--- config.mk ---
export PLATFORM = sky130hd
export DESIGN_NAME = particle_sensor_frame_parser
export DESIGN_NICKNAME = d
export VERILOG_FILES = /design/src/psfp_pkg.sv /design/src/particle_sensor_frame_parser.sv
export SDC_FILE = /design/constraint.sdc
export NUM_CORES = 1
export LEC_CHECK = 0
export CAP_MARGIN = 20
export CORE_MARGIN = 8
export CORE_UTILIZATION = 50
export CTS_CLUSTER_DIAMETER = 80
export DETAILED_ROUTE_END_ITERATION = 7
export DONT_BUFFER_PORTS = 1
export PLACE_DENSITY = 0.72
export SLEW_MARGIN = 10
export SYNTH_ARGS = -nofsm -noshare
export SYNTH_HDL_FRONTEND = slang
export SYNTH_SLANG_ARGS = --single-unit
--- constraint.sdc ---
create_clock -name clk -period 5.08 [get_ports clk]
set_input_delay 0.254 -clock clk [delete_from_list [all_inputs] [get_ports clk]]
set_output_delay 0.254 -clock clk [all_outputs]
set_load 0.05 [all_outputs]
--- src/psfp_pkg.sv ---
// Shared types and constants for the particle sensor frame parser.
// No dependencies; imported by particle_sensor_frame_parser.
`timescale 1ns / 1ps

package psfp_pkg;

	// Frame framing bytes and limits
	localparam logic [7:0] HeadByte = 8'h40;
	localparam logic [7:0] CmdByte  = 8'h04;
	localparam logic [7:0] MaxBody  = 8'd30;
	localparam logic [4:0] LenShort = 5'd5;
	localparam logic [4:0] LenLong  = 5'd13;
	localparam int unsigned ValueBytes = 8;

	// Request kinds
	localparam logic ActByte    = 1'b0;
	localparam logic ActTimeout = 1'b1;

	// Result status codes
	typedef enum logic [2:0] {
		ST_OK           = 3'd0,
		ST_HEAD_TIMEOUT = 3'd1,
		ST_BAD_HEAD     = 3'd2,
		ST_BODY_TIMEOUT = 3'd3,
		ST_BAD_CMD      = 3'd4,
		ST_SUM_TIMEOUT  = 3'd5,
		ST_SUM_BAD      = 3'd6,
		ST_BAD_LEN      = 3'd7
	} status_t;

	// Parser phase, one-hot
	typedef enum logic [3:0] {
		PH_HEAD = 4'b0001,
		PH_LEN  = 4'b0010,
		PH_BODY = 4'b0100,
		PH_SUM  = 4'b1000
	} phase_t;

	// One received request
	typedef struct packed {
		logic       action;
		logic [7:0] rx_byte;
	} rx_item_t;

	// One frame result
	typedef struct packed {
		status_t     status;
		logic        measurement_valid;
		logic        four_values;
		logic [15:0] pm1_value;
		logic [15:0] pm25_value;
		logic [15:0] pm4_value;
		logic [15:0] pm10_value;
	} res_item_t;

endpackage

--- src/particle_sensor_frame_parser.sv ---
// Particle sensor reply frame parser: byte-wise frame check and PM value decode.
// Depends on psfp_pkg for payload structs, phase and status codes.
`timescale 1ns / 1ps

//  channel | signals                          | payload
//  --------+----------------------------------+---------------------------------
//  rx      | rx_valid, rx_ready, rx_item      | action, rx_byte
//  res     | res_valid, res_ready, res_item   | status, flags, four PM values
//
// One request per cycle unless a held result stalls it. A request is held in the
// input register and then folded into the frame state; its result, if any,
// lands in the result register on that same edge. Reset returns to awaiting the
// head byte with both registers empty. A held result stalls only requests that
// would produce another result; plain body bytes keep flowing.

module particle_sensor_frame_parser
	import psfp_pkg::*;
(
	input  logic      clk,
	input  logic      arst_n,
	input  logic      rx_valid,
	output logic      rx_ready,
	input  rx_item_t  rx_item,
	output logic      res_valid,
	input  logic      res_ready,
	output res_item_t res_item
);

	// Input register
	logic     rx_valid_s1;
	rx_item_t rx_item_s1;

	// Frame state
	phase_t     phase_q;
	logic [4:0] body_length_q;
	logic [4:0] body_index_q;
	logic [7:0] running_sum_q;
	logic       command_matched_q;
	logic [7:0] value_bytes_q [ValueBytes];

	// Result register
	logic      res_valid_q;
	res_item_t res_item_q;

	// Next-state values
	phase_t     phase_d;
	logic [4:0] body_length_d;
	logic [4:0] body_index_d;
	logic [7:0] running_sum_d;
	logic       command_matched_d;
	logic       vb_we;
	logic [2:0] vb_idx;
	logic       emit;
	res_item_t  res_d;

	logic       out_free;
	logic       advance;
	logic [7:0] b;
	logic [7:0] sum_plus;
	logic [4:0] index_inc;
	logic       cmd_now;

	assign b         = rx_item_s1.rx_byte;
	assign sum_plus  = running_sum_q + b;
	assign index_inc = body_index_q + 5'd1;
	assign cmd_now   = (body_index_q == 5'd0) ? (b == CmdByte) : command_matched_q;

	// Fold the held request into the frame state
	always_comb begin
		phase_d           = phase_q;
		body_length_d     = body_length_q;
		body_index_d      = body_index_q;
		running_sum_d     = running_sum_q;
		command_matched_d = command_matched_q;
		vb_we             = 1'b0;
		vb_idx            = body_index_q[2:0] - 3'd1;
		emit              = 1'b0;
		res_d             = '0;
		res_d.status      = ST_OK;

		if (rx_item_s1.action == ActTimeout) begin
			emit = 1'b1;
			unique case (phase_q)
				PH_BODY: res_d.status = ST_BODY_TIMEOUT;
				PH_SUM:  res_d.status = ST_SUM_TIMEOUT;
				default: res_d.status = ST_HEAD_TIMEOUT;
			endcase
		end else begin
			unique case (phase_q)
				PH_HEAD: begin
					if (b != HeadByte) begin
						emit         = 1'b1;
						res_d.status = ST_BAD_HEAD;
					end else begin
						running_sum_d = HeadByte;
						phase_d       = PH_LEN;
					end
				end
				PH_LEN: begin
					if (b == 8'd0 || b > MaxBody) begin
						emit         = 1'b1;
						res_d.status = ST_BAD_HEAD;
					end else begin
						body_length_d = b[4:0];
						body_index_d  = 5'd0;
						running_sum_d = sum_plus;
						phase_d       = PH_BODY;
					end
				end
				PH_BODY: begin
					command_matched_d = cmd_now;
					vb_we = (body_index_q != 5'd0) && (body_index_q <= 5'd8);
					running_sum_d = sum_plus;
					body_index_d  = index_inc;
					if (index_inc == body_length_q) begin
						if (!cmd_now) begin
							emit         = 1'b1;
							res_d.status = ST_BAD_CMD;
						end else begin
							phase_d = PH_SUM;
						end
					end
				end
				default: begin
					// Checksum good when head + length + body + byte wraps to zero
					emit = 1'b1;
					if (sum_plus != 8'd0) begin
						res_d.status = ST_SUM_BAD;
					end else if (body_length_q == LenShort) begin
						res_d.measurement_valid = 1'b1;
						res_d.pm25_value = {value_bytes_q[0], value_bytes_q[1]};
						res_d.pm10_value = {value_bytes_q[2], value_bytes_q[3]};
					end else if (body_length_q == LenLong) begin
						res_d.measurement_valid = 1'b1;
						res_d.four_values = 1'b1;
						res_d.pm1_value  = {value_bytes_q[0], value_bytes_q[1]};
						res_d.pm25_value = {value_bytes_q[2], value_bytes_q[3]};
						res_d.pm4_value  = {value_bytes_q[4], value_bytes_q[5]};
						res_d.pm10_value = {value_bytes_q[6], value_bytes_q[7]};
					end else begin
						res_d.status = ST_BAD_LEN;
					end
				end
			endcase
		end

		// Any result ends the frame: drop back to awaiting head
		if (emit) begin
			phase_d           = PH_HEAD;
			body_length_d     = 5'd0;
			body_index_d      = 5'd0;
			running_sum_d     = 8'd0;
			command_matched_d = 1'b0;
		end
	end

	// Handshake: stall only when a result is due and the slot is full
	assign out_free  = !res_valid_q || res_ready;
	assign advance   = rx_valid_s1 && (!emit || out_free);
	assign rx_ready  = !rx_valid_s1 || advance;
	assign res_valid = res_valid_q;
	assign res_item  = res_item_q;

	// Input register control
	always_ff @(posedge clk or negedge arst_n) begin
		if (!arst_n) begin
			rx_valid_s1 <= 1'b0;
		end else if (rx_ready) begin
			rx_valid_s1 <= rx_valid;
		end
	end

	// Input register payload
	always_ff @(posedge clk) begin
		if (rx_valid && rx_ready) begin
			rx_item_s1 <= rx_item;
		end
	end

	// Frame state update
	always_ff @(posedge clk or negedge arst_n) begin
		if (!arst_n) begin
			phase_q           <= PH_HEAD;
			body_length_q     <= 5'd0;
			body_index_q      <= 5'd0;
			running_sum_q     <= 8'd0;
			command_matched_q <= 1'b0;
		end else if (advance) begin
			phase_q           <= phase_d;
			body_length_q     <= body_length_d;
			body_index_q      <= body_index_d;
			running_sum_q     <= running_sum_d;
			command_matched_q <= command_matched_d;
		end
	end

	// Keep body bytes one through eight
	always_ff @(posedge clk) begin
		if (advance && vb_we) begin
			value_bytes_q[vb_idx] <= b;
		end
	end

	// Result register control
	always_ff @(posedge clk or negedge arst_n) begin
		if (!arst_n) begin
			res_valid_q <= 1'b0;
		end else if (advance && emit) begin
			res_valid_q <= 1'b1;
		end else if (res_ready) begin
			res_valid_q <= 1'b0;
		end
	end

	// Result register payload
	always_ff @(posedge clk) begin
		if (advance && emit) begin
			res_item_q <= res_d;
		end
	end

endmodule
== Yosys cells after proc, flatten, opt, wreduce, memory -nomap -nowiden ==
Memory sizes are Yosys's and may differ from the RTL's.
Cells that the tools add are included.

* Logic and storage cells: 117
* RAM bits: 64
* Memories: 1
* Register bits: 103

* $add $sub $neg: 3
* Order comparisons: 2
* Bitwise logic cells: 1
* Reductions and logical operators: 29
* Equal/unequal tests: 15
* Muxes and demuxes: 50

{| class="wikitable"
|+ Memory list
! memory !! words !! bits a word !! rd ports !! clocked after Yosys merged registers in !! write ports !! RTL line !! source
|-
| value_bytes_q || 8 || 8 || 8 || 0 || 1 || particle_sensor_frame_parser.sv:39 || <nowiki>logic [7:0] value_bytes_q [ValueBytes];</nowiki>
|}

{| class="wikitable"
|+ Operators with widths
! cell !! number
|-
| $mux W66 || 1
|-
| $mux W5 || 7
|-
| $mux W16 || 2
|-
| $mux W8 || 4
|-
| $mux W4 || 6
|-
| $pmux W8 S3 || 1
|-
| $mux W3 || 6
|-
| $mux W1 || 16
|-
| $ne A3 B3 Y1 const B || 4
|-
| $pmux W4 S3 || 1
|-
| $pmux W5 S2 || 1
|-
| $pmux W3 S3 || 1
|-
| $add A8 B8 Y8 || 1
|-
| $eq A8 B3 Y1 const B || 1
|-
| $gt A8 B5 Y1 const B || 1
|-
| $logic_not A8 Y1 || 1
|-
| $ne A8 B7 Y1 const B || 1
|-
| $reduce_and A4 Y1 || 2
|-
| $reduce_bool A8 Y1 || 1
|-
| $reduce_and A7 Y1 || 1
|-
| $reduce_or A7 Y1 || 1
|-
| $pmux W3 S2 || 1
|-
| $reduce_bool A2 Y1 || 3
|-
| $reduce_or A6 Y1 || 1
|-
| 25 further kinds || 35
|}

== Longest topological paths before layout ==
* Depth after elaboration: 12
* Mapped depth: 11
* Mapped depth without buffers: 9

== Least setup slack after synthesis ==
OpenSTA, ideal clock, no wires.

* Path kind: flip-flop to flip-flop
* From: reg body_index_q[0]
* To: reg res_item_q, in the netlist res_item[0] (enable)
* Data arrival time: 4.706 ns
* Stages on the path, launching flop included: 11
* Slack: -0.122 ns
* Buffers on the path: 2
* Clock period less this slack: 5.202 ns
* Required time: 4.584 ns
* Cell sequence: dfrtp_1 > clkbuf_1 > inv_1 > ha_1 > clkbuf_1 > xor2_1 > nor2_1 > o211ai_1 > nor3_1 > nor2_1 > nor2_1

* Word-level cells in the longest chain between the ends: 10

{| class="wikitable"
|+ RTL lines
! item !! RTL line !! source
|-
| start: declaration || particle_sensor_frame_parser.sv:36 || <nowiki>logic [4:0] body_index_q;</nowiki>
|-
| start signal: assignment || particle_sensor_frame_parser.sv:191 || <nowiki>body_index_q <= body_index_d;</nowiki>
|-
| branches (longest 3 deep; another with $add A5 B1 Y5) || - ||
|-
| $mux W1 (*) || particle_sensor_frame_parser.sv:115 || <nowiki>if (index_inc == body_length_q) begin</nowiki>
|-
| $pmux W1 S3 (*) || particle_sensor_frame_parser.sv:89 || <nowiki>unique case (phase_q)</nowiki>
|-
| $mux W1 (*) || particle_sensor_frame_parser.sv:81 || <nowiki>if (rx_item_s1.action == ActTimeout) begin</nowiki>
|-
| $logic_not A1 Y1 || particle_sensor_frame_parser.sv:159 || <nowiki>assign advance = rx_valid_s1 && (!emit || out_free);</nowiki>
|-
| $logic_or A1 B1 Y1 || particle_sensor_frame_parser.sv:159 ||
|-
| $logic_and A1 B1 Y1 || particle_sensor_frame_parser.sv:159 ||
|-
| $logic_and A1 B1 Y1 (*) || particle_sensor_frame_parser.sv:217 || <nowiki>if (advance && emit) begin</nowiki>
|-
| end signal: assignment || particle_sensor_frame_parser.sv:218 || <nowiki>res_item_q <= res_d;</nowiki>
|-
| end: declaration || particle_sensor_frame_parser.sv:43 || <nowiki>res_item_t res_item_q;</nowiki>
|}

Every way passes the cells marked *.
A chain may end at the register's enable or synchronous reset.

== Worst setup path in the final report ==
* From: reg rx_item_s1, in the netlist b[1]
* To: mem value_bytes_q[3][1] (enable)

* Word-level cells in the longest chain between the ends: 12

{| class="wikitable"
|+ RTL lines
! item !! RTL line !! source
|-
| start: declaration || particle_sensor_frame_parser.sv:31 || <nowiki>rx_item_t rx_item_s1;</nowiki>
|-
| start signal: assignment || particle_sensor_frame_parser.sv:176 || <nowiki>rx_item_s1 <= rx_item;</nowiki>
|-
| branches (longest 4 deep; another with $gt A8 B5 Y1) || - ||
|-
| $pmux W1 S3 (*) || particle_sensor_frame_parser.sv:89 ||
|-
| $mux W1 (*) || particle_sensor_frame_parser.sv:81 ||
|-
| $logic_not A1 Y1 (*) || particle_sensor_frame_parser.sv:159 ||
|-
| $logic_or A1 B1 Y1 (*) || particle_sensor_frame_parser.sv:159 ||
|-
| $logic_and A1 B1 Y1 (*) || particle_sensor_frame_parser.sv:159 ||
|-
| $logic_and A1 B1 Y1 (*) || particle_sensor_frame_parser.sv:199 || <nowiki>if (advance && vb_we) begin</nowiki>
|-
| $mux W1 (*) || particle_sensor_frame_parser.sv:199 ||
|-
| $mux W1 (not written as such) (*) || particle_sensor_frame_parser.sv:200 || <nowiki>value_bytes_q[vb_idx] <= b;</nowiki>
|-
| end: declaration || particle_sensor_frame_parser.sv:39 ||
|}

Marked as above.

==> summary.md <==
| Metric | Value |
|---|---|
| Status | `finished, final reports clean` |
| Syn. warnings | `0` |
| Syn avg cell area | `14.3 µm²` |
| Layout Nets | `524` |
| Clock Pin Slew Worst Setup and Hold Paths | `0.07 ns` |
| Ys flop type | `edfxtp_1` |
| Routed via count | `4066` |
| Max Root-Sink Buffers | `2` |
| Num CTS Buffers | `17` |
| Post-synth EDFFs | `142` |
| Drc violations | `0` |
| Layout Skew | `0.0112 ns` |
| Nature of the critical path endpoint | `flip-flop` |
| IO Port Bufs | `0` |
| Detailed placement HPWL | `9740 µm` |
| Htree depth | `4` |
| Max_slew headroom | `35.2%` |
| Yosys cell types | `64` |
| Final setup viols | `0` |
| RSZ-0062 raised after global routing | `no` |
| Die X | `135 µm` |
| R2R Path Start | `b[1]` |
| Initial Utilization | `50.8%` |
| Critical path launch point type | `flip-flop` |
| Max VDD drop | `0.252 mV` |
| Area of the mapped netlist | `7030 µm²` |
| WP data arrival | `3.88 ns` |
| Placer Congestion | `0.859` |
| MaxCap Viol Count | `0` |
| Crit path kind | `flip-flop to flip-flop` |
| Share of cells above drive strength 1 | `8.20%` |
| Vias in the first global route | `4189` |
| Iter 0 DRT Violations | `302` |
| Worst slew pin tran | `0.964 ns` |
| Post-route cell area | `7860 µm²` |
| Average wire per standard cell | `20.9 µm` |
| Mapped Nets | `515` |
| Final Instance Count excl. Fillers | `692` |
| Hold EP | `res_valid` |
| Cells after Synth | `491` |
| Initial antenna violation count | `0` |
| Hold_sp | `res_ready` |
| Storage cell area | `4890 µm²` |
| Sequential area share after synthesis | `69.6%` |
| Hold Crit Class | `primary input to flip-flop` |
| Synth Register Bits | `167` |
| Pwr/cell area | `385 nW/µm²` |
| Total negative setup slack | `0 ns` |
| Path depth of the worst reg2reg path | `6` |
| Design Power | `3.02 mW` |
| First-pass GRT wire length | `23100 µm` |
| First-pass DRT Iterations | `5` |
| CTS root buf | `clkbuf_16` |
| Multi-input gate area | `1970 µm²` |
| Hold Path Depth | `2` |
| Area growth syn-to-layout | `11.8%` |
| Drt via density | `5.88` |
| GRT overflow | `0` |
| Top achievable clock speed | `0.261 GHz` |
| Clk Latency, worst-skew pair | `0.43 ns` |
| WP data required | `5.13 ns` |
| All-layer global routing usage | `16.7%` |
| Die Ht | `135 µm` |
| Critical register-to-register path endpoint | `value_bytes_q[3][1]` |
| Max-slew violations | `0` |
| Final hold vios | `0` |
| Post-synth ARST share | `15.0%` |
| Total wire length | `14400 µm` |
| Post-route ant nets | `0` |
| Internal reg-to-reg setup slack | `1.25 ns` |
| Core Rows | `43` |
| Clock sink count | `167` |
| CP Max Fanout | `18` |
| Die ar. | `18100 µm²` |
| Hold Slack | `0.119 ns` |
| IO Pins | `84` |
| Tmin final | `3.83 ns` |
| Final period util | `75.3%` |
| Area after DPL | `7160 µm²` |
| CTS tree | `built` |
| Core Area | `13800 µm²` |
| Ant diodes | `0` |
| Largest net degree at the start of global routing | `70` |
| Dpl cells | `648` |
| Leakage Power | `2.86 nW` |
| Fill cells | `1077` |
-- worst max-delay path, stage by stage, from the launching register on --
cell and delay [ns]:
edfxtp_1 0.63, nor4_1 0.49, nand4b_1 0.19, a221o_1 0.44
a211oi_4 0.63, o211ai_1 0.26, nor3_1 0.79
-- layout make-up --
| cell class | instances | area share, % |
|---|---|---|
| clock buffer | 20 | 5.56 |
| clock inverter | 11 | 1.64 |
| inverter | 10 | 0.541 |
| multi-input combinational | 288 | 25.1 |
| sequential | 167 | 62.3 |
| tap | 180 | 2.87 |
| timing repair buffer | 16 | 2.01 |
-- power by group --
group | leakage [nW] | switching, mW | internal (mW)
clock | 0.270 | 0.515 | 0.722
combinational | 0.897 | 0.0560 | 0.0228
sequential | 1.69 | 0.166 | 1.54
total | 2.86 | 0.737 | 2.29
-- sequential cells by signal, summed over array words and instances (netlist names), 4 cells and up --
signal and cells:
b 8, body_length_q 5, res_item 69, value_bytes_q 64, body_index_q 5, running_sum_q 8
phase_q 4
-- cells in the mapped netlist (3+ instances only) --
library cell / count / area [µm²]
edfxtp_1: 142 / 4260
nor2_1: 56 / 210
and3_1: 33 / 206
mux2i_1: 32 / 320
dfrtp_1: 24 / 601
nand2_1: 16 / 60.1
nand3_1: 16 / 80.1
clkbuf_1: 14 / 52.6
ha_1: 10 / 125
inv_1: 9 / 33.8
nor3_1: 8 / 40.0
buf_2: 7 / 35.0
nand2b_1: 7 / 43.8
o21ai_0: 7 / 35.0
xor2_1: 7 / 61.3
a21oi_1: 6 / 30.0
a211o_1: 5 / 43.8
a21o_1: 5 / 37.5
xnor2_1: 5 / 43.8
a32o_1: 4 / 40.0
nand4_1: 4 / 25.0
nor3b_1: 4 / 30.0
o211ai_1: 4 / 30.0
o31ai_1: 4 / 30.0
a22o_1: 3 / 26.3
and2_1: 3 / 18.8
buf_6: 3 / 33.8
nor4_1: 3 / 18.8
o211a_1: 3 / 30.0
or3_1: 3 / 18.8
-- through the flow --
stage          setup WS (ns)  util [%]
2_1_floorplan           1.03         -
3_3_place_gp            1.31      51.8
3_5_place_dp            1.10      51.8
4_1_cts                 1.10      56.8
5_1_grt                0.922      56.8
6_report                1.25      56.8
-- logic make-up after synthesis --
kind of cell	Yosys count	share of synthesized area [%]
xor gates and xnor gates	13	1.82
DFF	167	69.6
and+or+nand+nor	164	12.0
AOI/OAI and AO/OA	67	7.41
buffers and inverters	36	2.44
adders and majority gates	11	2.06
muxes	33	4.72
-- cells in the final DEF, fill, tap and decap left out, types with 8 or more instances in the layout --
| cell type | instances |
|---|---|
| ha_1 | 10 |
| and3_1 | 33 |
| dlygate4sd3_1 | 11 |
| nor3_1 | 8 |
| inv_1 | 9 |
| clkbuf_16 | 17 |
| nand3_1 | 16 |
| mux2i_1 | 32 |
| edfxtp_1 | 142 |
| nand2_1 | 16 |
| dfrtp_1 | 23 |
| nor2_1 | 55 |
-- timing repair --
action / 4_1_cts / 5_1_grt
setup buffers: 0 / 0
endpoints found under the setup margin: 0 / 0
hold buffers: 12 / 0
gates resized for setup: 0 / 0
hold endpoints to repair: 35 / 0
-- metal layers --
| layer | up-vias | routed length [µm] | GRT usage, % |
|---|---|---|---|
| met4 | 0 | 187 | 6.30 |
| li1 | 1887 | - | - |
| met2 | 155 | 6900 | 26.7 |
| met3 | 20 | 828 | 4.72 |
| met5 | - | 0 | 0 |
| met1 | 2004 | 6520 | 21.2 |
-- how the worst max path moves through the flow --
stage | start | depth (start not counted) | endpoint | slack (ns)
global route | body_index_q[0] | 8 | value_bytes_q[3][1] | 0.92
floorplan | body_index_q[0] | 10 | res_item[0] | 1.03
CTS | body_index_q[0] | 8 | value_bytes_q[7][1] | 1.10
global placement | body_index_q[0] | 8 | value_bytes_q[7][2] | 1.31
finish | b[1] | 6 | value_bytes_q[3][1] | 1.25
detailed placement | body_index_q[0] | 8 | value_bytes_q[7][2] | 1.10
Power figures use the tool's default switching activity.
